[src/rtl/dctd_pkg.sv]
package dctd_pkg;

    typedef struct packed {
        logic [15:0] count_a;
        logic [15:0] count_b;
    } t_in_beat;

    typedef struct packed {
        logic [1:0] status_a;
        logic [1:0] status_b;
    } t_out_beat;

    typedef enum logic [1:0] {
        ST_NONE    = 2'd0,
        ST_PRESS   = 2'd1,
        ST_RELEASE = 2'd2
    } t_status;

    typedef struct packed {
        logic press_hit;
        logic press_clear;
        logic rel_hit;
        logic rel_clear;
    } t_hp_flags;

    typedef struct packed {
        t_hp_flags take;
        t_hp_flags hold;
        logic      skip_match;
    } t_chan_info;

    localparam logic [7:0] CFG_EVENT_THR  = 8'd0;
    localparam logic [7:0] CFG_REARM_THR  = 8'd1;
    localparam logic [7:0] CFG_DOWNSAMPLE = 8'd2;
    localparam logic [7:0] CFG_RAPID_DUR  = 8'd3;

    localparam logic [14:0] RST_EVENT_THR  = 15'd200;
    localparam logic [14:0] RST_REARM_THR  = 15'd50;
    localparam logic [7:0]  RST_DOWNSAMPLE = 8'd8;
    localparam logic [7:0]  RST_RAPID_DUR  = 8'd200;

endpackage

[src/rtl/dual_cap_touch_event_detector_unit.sv]
// An accepted beat's result is registered in r_out, or in r_skid if r_out waits.
// One beat per cycle while o_stall is low. Both buttons share the tick, A resolved
// before B. A two-entry output buffer lets a new beat in while one result waits.
// Reset (synchronous, active low): clears history, running sums, counters and
// locks, and loads register defaults.
module dual_cap_touch_event_detector_unit #(
    parameter int HISTORY_DEPTH = 8
) (
    input  logic                i_clk,
    input  logic                i_rst_n,
    input  logic                i_valid,
    output logic                o_stall,
    input  dctd_pkg::t_in_beat  i_in,
    output logic                o_valid,
    input  logic                i_stall,
    output dctd_pkg::t_out_beat o_out,
    input  logic                i_cfg_valid,
    output logic                o_cfg_ready,
    input  logic [7:0]          i_cfg_index,
    input  logic [15:0]         i_cfg_data
);

    logic [14:0]         r_event_thr;
    logic [14:0]         r_rearm_thr;
    logic [7:0]          r_downsample;
    logic [7:0]          r_rapid_dur;
    logic [7:0]          r_rapid_a;
    logic [7:0]          r_rapid_b;
    logic [1:0]          r_press_lock;
    logic [1:0]          r_release_lock;
    logic                r_out_valid;
    logic                r_skid_valid;
    dctd_pkg::t_out_beat r_out;
    dctd_pkg::t_out_beat r_skid;

    logic                 w_accept;
    logic                 w_out_fire;
    logic                 w_take_a;
    logic                 w_take_b;
    logic                 w_ev_a;
    logic                 w_ev_b;
    logic [7:0]           w_rapid_a_dec;
    logic [7:0]           w_rapid_b_mid;
    logic [7:0]           w_rapid_b_dec;
    dctd_pkg::t_chan_info w_info_a;
    dctd_pkg::t_chan_info w_info_b;
    dctd_pkg::t_hp_flags  w_fa;
    dctd_pkg::t_hp_flags  w_fb;
    dctd_pkg::t_status    w_st_a;
    dctd_pkg::t_status    w_st_b;
    logic [1:0]           n_press_lock;
    logic [1:0]           n_release_lock;
    dctd_pkg::t_out_beat  w_res;

    assign o_cfg_ready = 1'b1;
    assign o_stall     = r_skid_valid;
    assign o_valid     = r_out_valid;
    assign o_out       = r_out;
    assign w_accept    = i_valid && !r_skid_valid;
    assign w_out_fire  = r_out_valid && !i_stall;

    always_ff @(posedge i_clk) begin
        if (!i_rst_n) begin
            r_event_thr  <= dctd_pkg::RST_EVENT_THR;
            r_rearm_thr  <= dctd_pkg::RST_REARM_THR;
            r_downsample <= dctd_pkg::RST_DOWNSAMPLE;
            r_rapid_dur  <= dctd_pkg::RST_RAPID_DUR;
        end else if (i_cfg_valid) begin
            unique case (i_cfg_index)
                dctd_pkg::CFG_EVENT_THR:  r_event_thr  <= i_cfg_data[14:0];
                dctd_pkg::CFG_REARM_THR:  r_rearm_thr  <= i_cfg_data[14:0];
                dctd_pkg::CFG_DOWNSAMPLE: r_downsample <= i_cfg_data[7:0];
                dctd_pkg::CFG_RAPID_DUR:  r_rapid_dur  <= i_cfg_data[7:0];
                default: ;
            endcase
        end
    end

    dctd_chan #(.HISTORY_DEPTH(HISTORY_DEPTH)) u_chan_a (
        .i_clk        (i_clk),
        .i_rst_n      (i_rst_n),
        .i_accept     (w_accept),
        .i_take       (w_take_a),
        .i_count      (i_in.count_a),
        .i_event_thr  (r_event_thr),
        .i_rearm_thr  (r_rearm_thr),
        .i_downsample (r_downsample),
        .o_info       (w_info_a)
    );

    dctd_chan #(.HISTORY_DEPTH(HISTORY_DEPTH)) u_chan_b (
        .i_clk        (i_clk),
        .i_rst_n      (i_rst_n),
        .i_accept     (w_accept),
        .i_take       (w_take_b),
        .i_count      (i_in.count_b),
        .i_event_thr  (r_event_thr),
        .i_rearm_thr  (r_rearm_thr),
        .i_downsample (r_downsample),
        .o_info       (w_info_b)
    );

    // A event reloads B's window before B is sensed this tick
    assign w_rapid_a_dec = (r_rapid_a != 8'd0) ? r_rapid_a - 8'd1 : 8'd0;
    assign w_take_a      = w_info_a.skip_match || (w_rapid_a_dec != 8'd0);
    assign w_fa          = w_take_a ? w_info_a.take : w_info_a.hold;
    assign w_ev_a        = w_fa.press_hit || w_fa.rel_hit;
    assign w_rapid_b_mid = w_ev_a ? r_rapid_dur : r_rapid_b;
    assign w_rapid_b_dec = (w_rapid_b_mid != 8'd0) ? w_rapid_b_mid - 8'd1 : 8'd0;
    assign w_take_b      = w_info_b.skip_match || (w_rapid_b_dec != 8'd0);
    assign w_fb          = w_take_b ? w_info_b.take : w_info_b.hold;
    assign w_ev_b        = w_fb.press_hit || w_fb.rel_hit;

    always_comb begin
        n_press_lock   = r_press_lock;
        n_release_lock = r_release_lock;
        w_st_a         = dctd_pkg::ST_NONE;
        w_st_b         = dctd_pkg::ST_NONE;

        if (w_fa.press_hit) begin
            if (!r_press_lock[0]) begin
                w_st_a          = dctd_pkg::ST_PRESS;
                n_press_lock[0] = 1'b1;
            end
        end else if (w_fa.press_clear) begin
            n_press_lock[0] = 1'b0;
        end
        if (w_fa.rel_hit) begin
            if (!r_release_lock[0]) begin
                w_st_a            = dctd_pkg::ST_RELEASE;
                n_release_lock[0] = 1'b1;
            end
        end else if (w_fa.rel_clear) begin
            n_release_lock[0] = 1'b0;
        end

        if (w_fb.press_hit) begin
            if (!r_press_lock[1]) begin
                w_st_b          = dctd_pkg::ST_PRESS;
                n_press_lock[1] = 1'b1;
            end
        end else if (w_fb.press_clear) begin
            n_press_lock[1] = 1'b0;
        end
        if (w_fb.rel_hit) begin
            if (!r_release_lock[1]) begin
                w_st_b            = dctd_pkg::ST_RELEASE;
                n_release_lock[1] = 1'b1;
            end
        end else if (w_fb.rel_clear) begin
            n_release_lock[1] = 1'b0;
        end

        w_res.status_a = w_st_a;
        w_res.status_b = w_st_b;
    end

    always_ff @(posedge i_clk) begin
        if (!i_rst_n) begin
            r_rapid_a      <= '0;
            r_rapid_b      <= '0;
            r_press_lock   <= '0;
            r_release_lock <= '0;
        end else if (w_accept) begin
            r_rapid_a      <= (w_ev_a || w_ev_b) ? r_rapid_dur : w_rapid_a_dec;
            r_rapid_b      <= w_ev_b ? r_rapid_dur : w_rapid_b_dec;
            r_press_lock   <= n_press_lock;
            r_release_lock <= n_release_lock;
        end
    end

    always_ff @(posedge i_clk) begin
        if (!i_rst_n) begin
            r_out_valid  <= 1'b0;
            r_skid_valid <= 1'b0;
        end else if (w_accept) begin
            if (!r_out_valid || w_out_fire) begin
                r_out_valid <= 1'b1;
            end else begin
                r_skid_valid <= 1'b1;
            end
        end else if (w_out_fire) begin
            if (r_skid_valid) begin
                r_skid_valid <= 1'b0;
            end else begin
                r_out_valid <= 1'b0;
            end
        end
    end

    always_ff @(posedge i_clk) begin
        if (w_accept) begin
            if (!r_out_valid || w_out_fire) begin
                r_out <= w_res;
            end else begin
                r_skid <= w_res;
            end
        end else if (w_out_fire && r_skid_valid) begin
            r_out <= r_skid;
        end
    end

endmodule

[src/rtl/dctd_hp.sv]
module dctd_hp #(
    parameter int HISTORY_DEPTH = 8
) (
    input  logic [15:0]         i_sample,
    input  logic [15:0]         i_sum,
    input  logic [15:0]         i_oldest,
    input  logic [14:0]         i_event_thr,
    input  logic [14:0]         i_rearm_thr,
    output logic [15:0]         o_sum,
    output dctd_pkg::t_hp_flags o_flags
);

    localparam logic [15:0] DEPTH_W = 16'(HISTORY_DEPTH);

    logic [15:0]        w_prod;
    logic [15:0]        w_raw;
    logic signed [16:0] w_hp;
    logic signed [16:0] w_et;
    logic signed [16:0] w_rt;

    assign o_sum  = i_sum + i_sample - i_oldest;
    assign w_prod = i_sample * DEPTH_W;
    assign w_raw  = w_prod - o_sum;
    assign w_hp   = {w_raw[15], w_raw};
    assign w_et   = {2'b00, i_event_thr};
    assign w_rt   = {2'b00, i_rearm_thr};

    assign o_flags.press_hit   = w_hp < -w_et;
    assign o_flags.press_clear = w_hp > -w_rt;
    assign o_flags.rel_hit     = w_hp > w_et;
    assign o_flags.rel_clear   = w_hp < w_rt;

endmodule

[src/rtl/dctd_chan.sv]
module dctd_chan #(
    parameter int HISTORY_DEPTH = 8
) (
    input  logic                 i_clk,
    input  logic                 i_rst_n,
    input  logic                 i_accept,
    input  logic                 i_take,
    input  logic [15:0]          i_count,
    input  logic [14:0]          i_event_thr,
    input  logic [14:0]          i_rearm_thr,
    input  logic [7:0]           i_downsample,
    output dctd_pkg::t_chan_info o_info
);

    logic [15:0] r_hist [HISTORY_DEPTH];
    logic [15:0] r_sum;
    logic [7:0]  r_skip;
    logic [7:0]  n_skip_inc;
    logic [15:0] w_sum_take;
    logic [15:0] w_sum_hold;

    assign n_skip_inc        = r_skip + 8'd1;
    assign o_info.skip_match = n_skip_inc == i_downsample;

    dctd_hp #(.HISTORY_DEPTH(HISTORY_DEPTH)) u_hp_take (
        .i_sample    (i_count),
        .i_sum       (r_sum),
        .i_oldest    (r_hist[HISTORY_DEPTH-1]),
        .i_event_thr (i_event_thr),
        .i_rearm_thr (i_rearm_thr),
        .o_sum       (w_sum_take),
        .o_flags     (o_info.take)
    );

    dctd_hp #(.HISTORY_DEPTH(HISTORY_DEPTH)) u_hp_hold (
        .i_sample    (r_hist[0]),
        .i_sum       (r_sum),
        .i_oldest    (r_hist[HISTORY_DEPTH-1]),
        .i_event_thr (i_event_thr),
        .i_rearm_thr (i_rearm_thr),
        .o_sum       (w_sum_hold),
        .o_flags     (o_info.hold)
    );

    always_ff @(posedge i_clk) begin
        if (!i_rst_n) begin
            for (int i = 0; i < HISTORY_DEPTH; i++) begin
                r_hist[i] <= '0;
            end
            r_sum  <= '0;
            r_skip <= '0;
        end else if (i_accept) begin
            for (int i = HISTORY_DEPTH - 1; i > 0; i--) begin
                r_hist[i] <= r_hist[i-1];
            end
            r_hist[0] <= i_take ? i_count : r_hist[0];
            r_sum     <= i_take ? w_sum_take : w_sum_hold;
            r_skip    <= i_take ? 8'd0 : n_skip_inc;
        end
    end

endmodule
[config.mk]
export PLATFORM = sky130hd
export DESIGN_NAME = dual_cap_touch_event_detector_unit
export DESIGN_NICKNAME = d
export VERILOG_FILES = /design/src/rtl/dctd_pkg.sv /design/src/rtl/dual_cap_touch_event_detector_unit.sv /design/src/rtl/dctd_hp.sv /design/src/rtl/dctd_chan.sv
export SDC_FILE = /design/constraint.sdc
export NUM_CORES = 1
export LEC_CHECK = 0
export BUFFER_PORTS_ARGS = -buffer_cell sky130_fd_sc_hd__clkbuf_2
export CORE_UTILIZATION = 61
export DETAILED_ROUTE_END_ITERATION = 12
export GPL_TIMING_DRIVEN = 1
export PLACE_DENSITY = 0.76
export SLEW_MARGIN = 40
export SYNTH_ARGS = -nofsm -noshare
export SYNTH_HDL_FRONTEND = slang
export SYNTH_SLANG_ARGS = --single-unit
export TNS_END_PERCENT = 30
[constraint.sdc]
create_clock -name i_clk -period 12.8 [get_ports i_clk]
set_clock_uncertainty 0.15 [all_clocks]
set_input_delay 2.56 -clock i_clk [delete_from_list [all_inputs] [get_ports i_clk]]
set_output_delay 2.56 -clock i_clk [all_outputs]
set_load 0.01 [all_outputs]
==> metrics.txt, run 1 <==
RSZ-0062 raised after global routing false; core footprint 0.0457 mm2; net count of the mapped netlist 3,352; Top-Level Pins 68; FF+latch count, synth 380; HP Class flop to flop; first-pass GRT wire length 118 mm; clock latency at the later pin of the worst-skew pair 0.60 ns; crit path DAT 11.75 ns; hold violation count in the final report 0; hpwl dp 56.7 mm; Avg Inst Size Synth 9.87 um2; Mapped Area 0.0284 mm2; Final TNS setup 0 ns; First DRT Iteration DRCs 1,855; Area growth syn-to-layout 8.08%; number of max-cap violations 0; CTS Sinks 380; Initial Utilization 62.1%; Primary FF master, synth edfxtp_1; ANT nets after route 0; gpl congestion 0.948; CTS max path bufs 3; Slew Limit Fails 0; post-CTS setup buffer count 0; fill cell count 3,487; asr flop ratio synth 0%; Final Net Count 3,381; largest net degree at the start of global routing 139; grt total ovfl 0; share of layout cells above drive strength 1 6.81%; post-route clock period utilization 90.0%; n_diodes 0; router iterations before antenna repair 6; Netlist cell types 98; vias per cell 6.19; Tot GR Track Use 32.3%; Die Footprint 0.0474 mm2; drt total wl 75.6 mm; CTS root buf clkbuf_16; # setup viols final 0; crit path time final 11.52 ns; # DRC 0; Synth top area share 27.9%; Worst Path Max Fanout 16; Inserted Clock Buffers 43; WP data required 13.02 ns; initial antenna violation count 0; synth top area cells edfxtp_1 (28%), ha_1 (16%), dfxtp_1 (8.2%); IO Port Bufs 65; Clk pin slew, worst setup/hold paths 0.07 ns; Seq/Total Area, Yosys 36.1%; Worst Max-Slew Pin Slew 0.943 ns; die width 218 um; CTS tree yes; worst rel slew slack 35.5%; area leader, netlist edfxtp_1; commonest non-fill, non-tap cells in the layout ha_1 (355), inv_1 (281), edfxtp_1 (264), and3_1 (217), nor2_1 (195); vias in the first global route 21,400; Startpoint Class primary input; Die Y 218 um; crit path max-delay cell type fa_1; Synth Instances 2,876; H-tree levels 2; CP Class primary input to flop; crit-path max cell delay 0.59 ns; maximum clock frequency 86.8 MHz; Post-synth EDFFs 264; CP Capture Type flop; leading cell type in the layout, fill and taps excluded ha_1; Routed WL per cell 21.4 um; status finished, final reports clean; Resized Gates After CTS 0; cts hold-fix bufs 0; Crit path top cell by count ha_1; FP Rows 78; register-to-register setup slack 1.71 ns; total number of vias 21,900; yosys warns 0
cells in the mapped netlist (all sizes together) (32+ instances only):
cell type	n
ha	355
inv	283
edfxtp	264
and3	217
nor2	196
a21oi	145
nand2	132
dfxtp	116
xnor2	115
o21ai	101
clkbuf	79
mux2i	79
o21a	71
fa	60
xor2	59
a21o	55
nand3	50
nor3	50
nor2b	36
nand2b	35
a211oi	33
nand4	32
per-layer routing:
metal  part of all wire, %  track usage, %  vias up
li1                      -               -    10500
met1                    46            45.5    10600
met2                    44            50.0      728
met3                   7.4            6.03      122
met4                   2.8            10.5        0
met5                     0               0        -
final cells by class:
type                    count  area (um2)  share of cell area, %
inverters                 283        1070                   3.49
multi-input cells        2114       16700                   54.5
well taps                 600         751                   2.45
repair buffers             83         478                   1.56
flip-flops and latches    380       10200                   33.4
clock inverters            24         292                  0.950
clock buffers              53        1110                   3.63
kinds of logic (layout without fill, tap and decap cells):
family          Yosys count  after routing  share of synthesized area, %
compound gates          596            596                          14.3
xor+xnor                177            177                          5.63
fa+ha+maj               429            429                          20.4
buf+inv                 382            443                          5.19
flops                   380            380                          36.1
mux                      89             89                          3.21
other cells               1              1                        0.0132
simple gates            822            822                          15.1
final timing paths:
kind                                             from                 to  depth (start not counted)
worst min register to register      u_chan_a.r_sum[7]  u_chan_a.r_sum[7]                          2
worst max register to register  u_chan_a.r_hist[0][1]           o_out[0]                         34
worst max-delay path                         i_in[17]           o_out[0]                         37
worst min-delay path                u_chan_a.r_sum[7]  u_chan_a.r_sum[7]                          2
metrics by stage:
step           std cells  utilization, %  hold slack (ns)  setup slack [ns]  area [um2]
3_5_place_dp        3460            64.0            0.296             0.828       29200
3_3_place_gp        3459            63.9            0.295             0.812       29200
6_report            3537            67.2            0.316              1.28       30700
5_1_grt             3537            67.2            0.328             0.851       30700
2_1_floorplan       2876               -            0.282              2.15       28400
4_1_cts             3537            67.1            0.312              1.43       30700
critical path: cells and delay by family:
family	cells	cell delay [ns]
AOI/OAI and AO/OA	17	4.14
adders and majority gates	7	2.58
muxes	3	1.08
and+or+nand+nor	5	0.64
xor gates and xnor gates	2	0.51
buffers and inverters	3	0.24
sequential cells by signal (all words and copies together) (netlist names):
name	cells
o_valid	1
o_out	4
u_chan_b.r_skip	8
u_chan_b.r_sum	16
r_rearm_thr	15
r_skid	4
r_rapid_dur	8
u_chan_b.r_hist	128
u_chan_a.r_hist	128
r_downsample	8
r_rapid_a	8
u_chan_a.r_sum	16
r_event_thr	15
u_chan_a.r_skip	8
r_rapid_b	8
r_release_lock	2
r_press_lock	2
o_stall	1
Power of run 1 is left out: the tool's default activity adds up to more than one toggle a clock period on the data nets, which glitch-free logic cannot reach.
==> run 2, diff against run 1 <==
Settings changed: RECOVER_POWER from default to 100.
==> metrics.txt, run 2 (synthesis gave the netlist of run 1 again) <==
status finished, violations left (was finished, final reports clean); failing checks capacitance limit, slew limit; RR Startpoint u_chan_a.r_hist[0][1] (unchanged); clock latency at the later pin of the worst-skew pair 0.60 ns (about the same); worst rel slew slack -214% (was 35.5%); Slew Limit Fails 555 (was 0); CTS max path bufs 3 (unchanged); vias per cell 6.18 (was 6.19); total number of vias 21,900 (about the same); Clk pin slew, worst setup/hold paths 0.06 ns (was 0.07 ns); Startpoint Class primary input (unchanged); FP Rows 78 (unchanged); post-CTS setup buffer count 0 (unchanged); share of layout cells above drive strength 1 6.03% (was 6.81%); crit-path max cell delay 0.85 ns (was 0.59 ns); Worst Max-Slew Pin Slew 4.69 ns (was 0.943 ns); Die Footprint 0.0474 mm2 (unchanged); Inserted Clock Buffers 43 (unchanged); hold_sp u_chan_a.r_sum[7] (unchanged); crit path DAT 11.90 ns (was 11.75 ns); number of max-cap violations 7 (was 0); die width 218 um (unchanged); H-tree levels 2 (unchanged); fin worst setup slack 0.858 ns (was 1.28 ns); ANT nets after route 0 (unchanged); core footprint 0.0457 mm2 (unchanged); crit path time final 11.94 ns (was 11.52 ns); hold violation count in the final report 0 (unchanged); initial antenna violation count 0 (unchanged); post-route clock period utilization 93.3% (was 90.0%); Post-Layout Inst Area 0.0306 mm2 (was 0.0307 mm2); hpwl dp 56.7 mm (unchanged); pre-CTS WS 0.828 ns (unchanged); HP Class flop to flop (unchanged); Final Net Count 3,381 (unchanged); CTS root buf clkbuf_16 (unchanged); vias in the first global route 21,400 (unchanged); # DRC 0 (unchanged); Crit. Startpoint i_in[19] (was i_in[17]); Initial Utilization 62.1% (unchanged); maximum clock frequency 83.7 MHz (was 86.8 MHz); First DRT Iteration DRCs 1,840 (was 1,855); n_diodes 0 (unchanged); Die Y 218 um (unchanged); Routed WL per cell 21.4 um (about the same); Regs by FF count u_chan_a.r_hist (128), u_chan_b.r_hist (128) (unchanged); Top-Level Pins 68 (unchanged); largest net degree at the start of global routing 139 (unchanged); grt total ovfl 0 (unchanged); CP Class primary input to flop (unchanged); Bufs and invs on worst path 3 (unchanged); drt total wl 75.6 mm (about the same); first-pass GRT wire length 118 mm (unchanged); WP data required 12.76 ns (was 13.02 ns); hold_ws 0.317 ns (was 0.316 ns); Final TNS setup 0 ns (unchanged); Worst Path Max Fanout 16 (unchanged); Crit path max-delay family compound AO/OA/AOI/OAI gates (unchanged); cts hold-fix bufs 0 (unchanged); gpl congestion 0.948 (unchanged); CP Capture Type flop (unchanged); # setup viols final 0 (unchanged); CTS Sinks 380 (unchanged); RSZ-0062 raised after global routing false (unchanged); Crit path top cell by count nand2_1 (was ha_1); crit path max-delay cell type a2111oi_0 (was fa_1); Resized Gates After CTS 0 (unchanged); commonest non-fill, non-tap cells in the layout ha_1 (355), inv_1 (282), edfxtp_1 (264), and3_1 (217), nor2_1 (195) (was ha_1 (355), inv_1 (281), edfxtp_1 (264), and3_1 (217), nor2_1 (195)); router iterations before antenna repair 7 (was 6); Area growth syn-to-layout 7.81% (was 8.08%); Tot GR Track Use 32.3% (unchanged); IO Port Bufs 65 (unchanged); DP Area 0.0292 mm2 (unchanged); leading cell type in the layout, fill and taps excluded ha_1 (unchanged); CTS tree yes (unchanged)
run 2: cell count changes in the layout (fill, tap and decap cells not counted), moves of 2 or more:
cell      delta
clkbuf_2     -9
o311ai_1     -4
o311ai_0     +4
buf_4        -6
clkbuf_1    +17
buf_6        -2
run 2: metal layers:
layer  GRT usage [%]  vias up  share of wire (%)  wire length, um
met2            50.0      708                 44            33300
met5               0        -                  0                0
met4            10.5        0                2.9             2190
met3            6.03      120                7.3             5540
met1            45.5    10500                 46            34600
li1                -    10500                  -                -
run 2: metrics by stage:
stage / util, % / instances
CTS: 67.1 / 3537
global placement: 63.9 / 3459
floorplan: - / 2876
global route: 67.0 / 3537
detailed placement: 64.0 / 3460
finish: 67.0 / 3537
run 2: worst register-to-register path: cells and delay by family (launching register included):
family,cells,cell delay [ns]
AOI/OAI and AO/OA,12,3.57
adders and majority gates,9,3.40
and+or+nand+nor,7,1.38
xor gates and xnor gates,2,0.84
muxes,2,0.71
DFF,1,0.37
buffers and inverters,2,0.16
run 2: path summary, 6_finish.rpt:
check        slack, ns               endpoint  depth (start not counted)
max               0.86  u_chan_b.r_hist[0][6]                         35
min               0.32      u_chan_a.r_sum[7]                          2
min reg2reg       0.32      u_chan_a.r_sum[7]                          2
max reg2reg       1.69  u_chan_b.r_hist[0][6]                         34
run 2: final cells by class:
| type | instances | area (um2) |
|---|---|---|
| fillers | 3499 | 15100 |
| clock buffers | 53 | 1110 |
| repair buffers | 83 | 429 |
| well taps | 600 | 751 |
| clock inverters | 24 | 292 |
| inverters | 283 | 1060 |
| multi-input cells | 2114 | 16700 |
| flip-flops and latches | 380 | 10200 |
Power of run 2 is left out for the same reason.
==> run 3, diff against run 2 <==
Settings changed: CORE_UTILIZATION 61 to 55, PLACE_DENSITY 0.76 to 0.69.
==> metrics.txt, run 3 (synthesis gave the netlist of run 1 again) <==
core footprint 0.0505 mm2 (was 0.0457 mm2); CTS root buf clkbuf_16 (unchanged); Crit path max-delay family compound AO/OA/AOI/OAI gates (unchanged); grt total ovfl 0 (unchanged); Worst Reg-to-Reg Cells 37 (was 34); share of layout cells above drive strength 1 6.12% (was 6.03%); vias in the first global route 21,200 (was 21,400); maximum clock frequency 86.3 MHz (was 83.7 MHz); vias per cell 6.00 (was 6.18); Worst Path Max Fanout 21 (was 16); Crit path top cell by count ha_1 (was nand2_1); failing checks capacitance limit, slew limit (unchanged); hold violation count in the final report 0 (unchanged); Worst Max-Slew Pin Slew 4.04 ns (was 4.69 ns); register-to-register setup slack 1.82 ns (was 1.69 ns); CTS Sinks 380 (unchanged); H-tree levels 2 (unchanged); RR Startpoint u_chan_a.r_hist[0][1] (unchanged); Regs by FF count u_chan_a.r_hist (128), u_chan_b.r_hist (128) (unchanged); HP Class flop to flop (unchanged); Inserted Clock Buffers 43 (unchanged); clock latency at the later pin of the worst-skew pair 0.60 ns (about the same); # setup viols final 0 (unchanged); Final TNS setup 0 ns (unchanged); crit path max-delay cell type fa_1 (was a2111oi_0); die width 229 um (was 218 um); ANT nets after route 0 (unchanged); Slew Limit Fails 617 (was 555); drt total wl 75.8 mm (was 75.6 mm); Die Footprint 0.0525 mm2 (was 0.0474 mm2); Worst Hold End u_chan_a.r_sum[1] (was u_chan_a.r_sum[7]); number of max-cap violations 8 (was 7); first-pass GRT wire length 119 mm (was 118 mm); leading cell type in the layout, fill and taps excluded ha_1 (unchanged); Top-Level Pins 68 (unchanged); largest net degree at the start of global routing 230 (was 139); Tot GR Track Use 29.0% (was 32.3%); Final Net Count 3,380 (was 3,381); CTS max path bufs 3 (unchanged); gpl congestion 0.974 (was 0.948); crit path time final 11.58 ns (was 11.94 ns); hold_ws 0.318 ns (was 0.317 ns); post-CTS setup buffer count 0 (unchanged); worst hold stages 2 (unchanged); Routed WL per cell 21.0 um (was 21.4 um); initial antenna violation count 2 (was 0); CTS tree yes (unchanged); cts hold-fix bufs 0 (unchanged); RSZ-0062 raised after global routing false (unchanged); post-route clock period utilization 90.5% (was 93.3%); hold_sp u_chan_a.r_sum[1] (was u_chan_a.r_sum[7]); IO Port Bufs 65 (unchanged); Die Y 229 um (was 218 um); commonest non-fill, non-tap cells in the layout ha_1 (355), inv_1 (282), edfxtp_1 (264), and3_1 (217), nor2_1 (196) (was ha_1 (355), inv_1 (282), edfxtp_1 (264), and3_1 (217), nor2_1 (195)); n_diodes 0 (unchanged); CP Capture Type flop (unchanged); Initial Utilization 56.2% (was 62.1%); Worst R2R End u_chan_b.r_sum[2] (was u_chan_b.r_hist[0][6]); worst rel slew slack -170% (was -214%); router iterations before antenna repair 5 (was 7); WP data required 13.13 ns (was 12.76 ns); CP Class primary input to flop (unchanged); # DRC 0 (unchanged); total number of vias 21,700 (was 21,900); Clk pin slew, worst setup/hold paths 0.06 ns (about the same); crit path DAT 11.91 ns (was 11.90 ns); Bufs and invs on worst path 4 (was 3); crit-path max cell delay 0.59 ns (was 0.85 ns); status finished, violations left (unchanged); hpwl dp 56.3 mm (was 56.7 mm); Area growth syn-to-layout 7.98% (was 7.81%); Startpoint Class primary input (unchanged); First DRT Iteration DRCs 1,660 (was 1,840); Resized Gates After CTS 0 (unchanged); FP Rows 82 (was 78)
-- run 3: worst register-to-register path, delay by kind of cell, from the launching register on --
family / cells / cell delay (ns)
xor gates and xnor gates: 2 / 0.65
AOI/OAI and AO/OA: 15 / 3.49
muxes: 3 / 1.16
buffers and inverters: 3 / 0.62
adders and majority gates: 10 / 3.87
and+or+nand+nor: 4 / 0.53
DFF: 1 / 0.39
-- run 3: through the flow --
step / setup slack, ns / area [um2] / util, % / std cells
final: 1.22 / 30600 / 60.7 / 3611
after global routing: 0.548 / 30600 / 60.7 / 3611
after floorplan: 2.15 / 28400 / - / 2876
after detailed placement: 1.02 / 29300 / 58.1 / 3530
after global placement: 0.976 / 29300 / 58.0 / 3529
after CTS: 1.62 / 30700 / 60.8 / 3610
-- run 3: layer usage --
metal | global-route usage (%) | vias up | share of wire [%]
li1 | - | 10500 | -
met5 | 0 | - | 0
met2 | 44.5 | 593 | 44
met3 | 4.27 | 110 | 5.9
met4 | 8.75 | 0 | 2.6
met1 | 42.2 | 10500 | 48
-- run 3: how the worst max path moves through the flow --
stage,start,to,cells past startpoint
floorplan,i_in[19],u_chan_b.r_hist[0][0],37
global placement,i_in[18],u_chan_b.r_hist[0][2],35
detailed placement,i_in[17],r_rapid_b[3],38
CTS,i_in[17],r_rapid_b[3],38
global route,i_in[17],r_press_lock[1],38
finish,i_in[17],u_chan_b.r_sum[2],37
-- run 3: layout make-up --
type	instances	area (um2)
Fill cell	4282	19800
Multi-Input combinational cell	2114	16700
Sequential cell	380	10200
Clock buffer	60	1180
Inverter	283	1060
Tap cell	672	841
Timing Repair Buffer	82	432
Clock inverter	20	193
Power of run 3 is left out for the same reason.
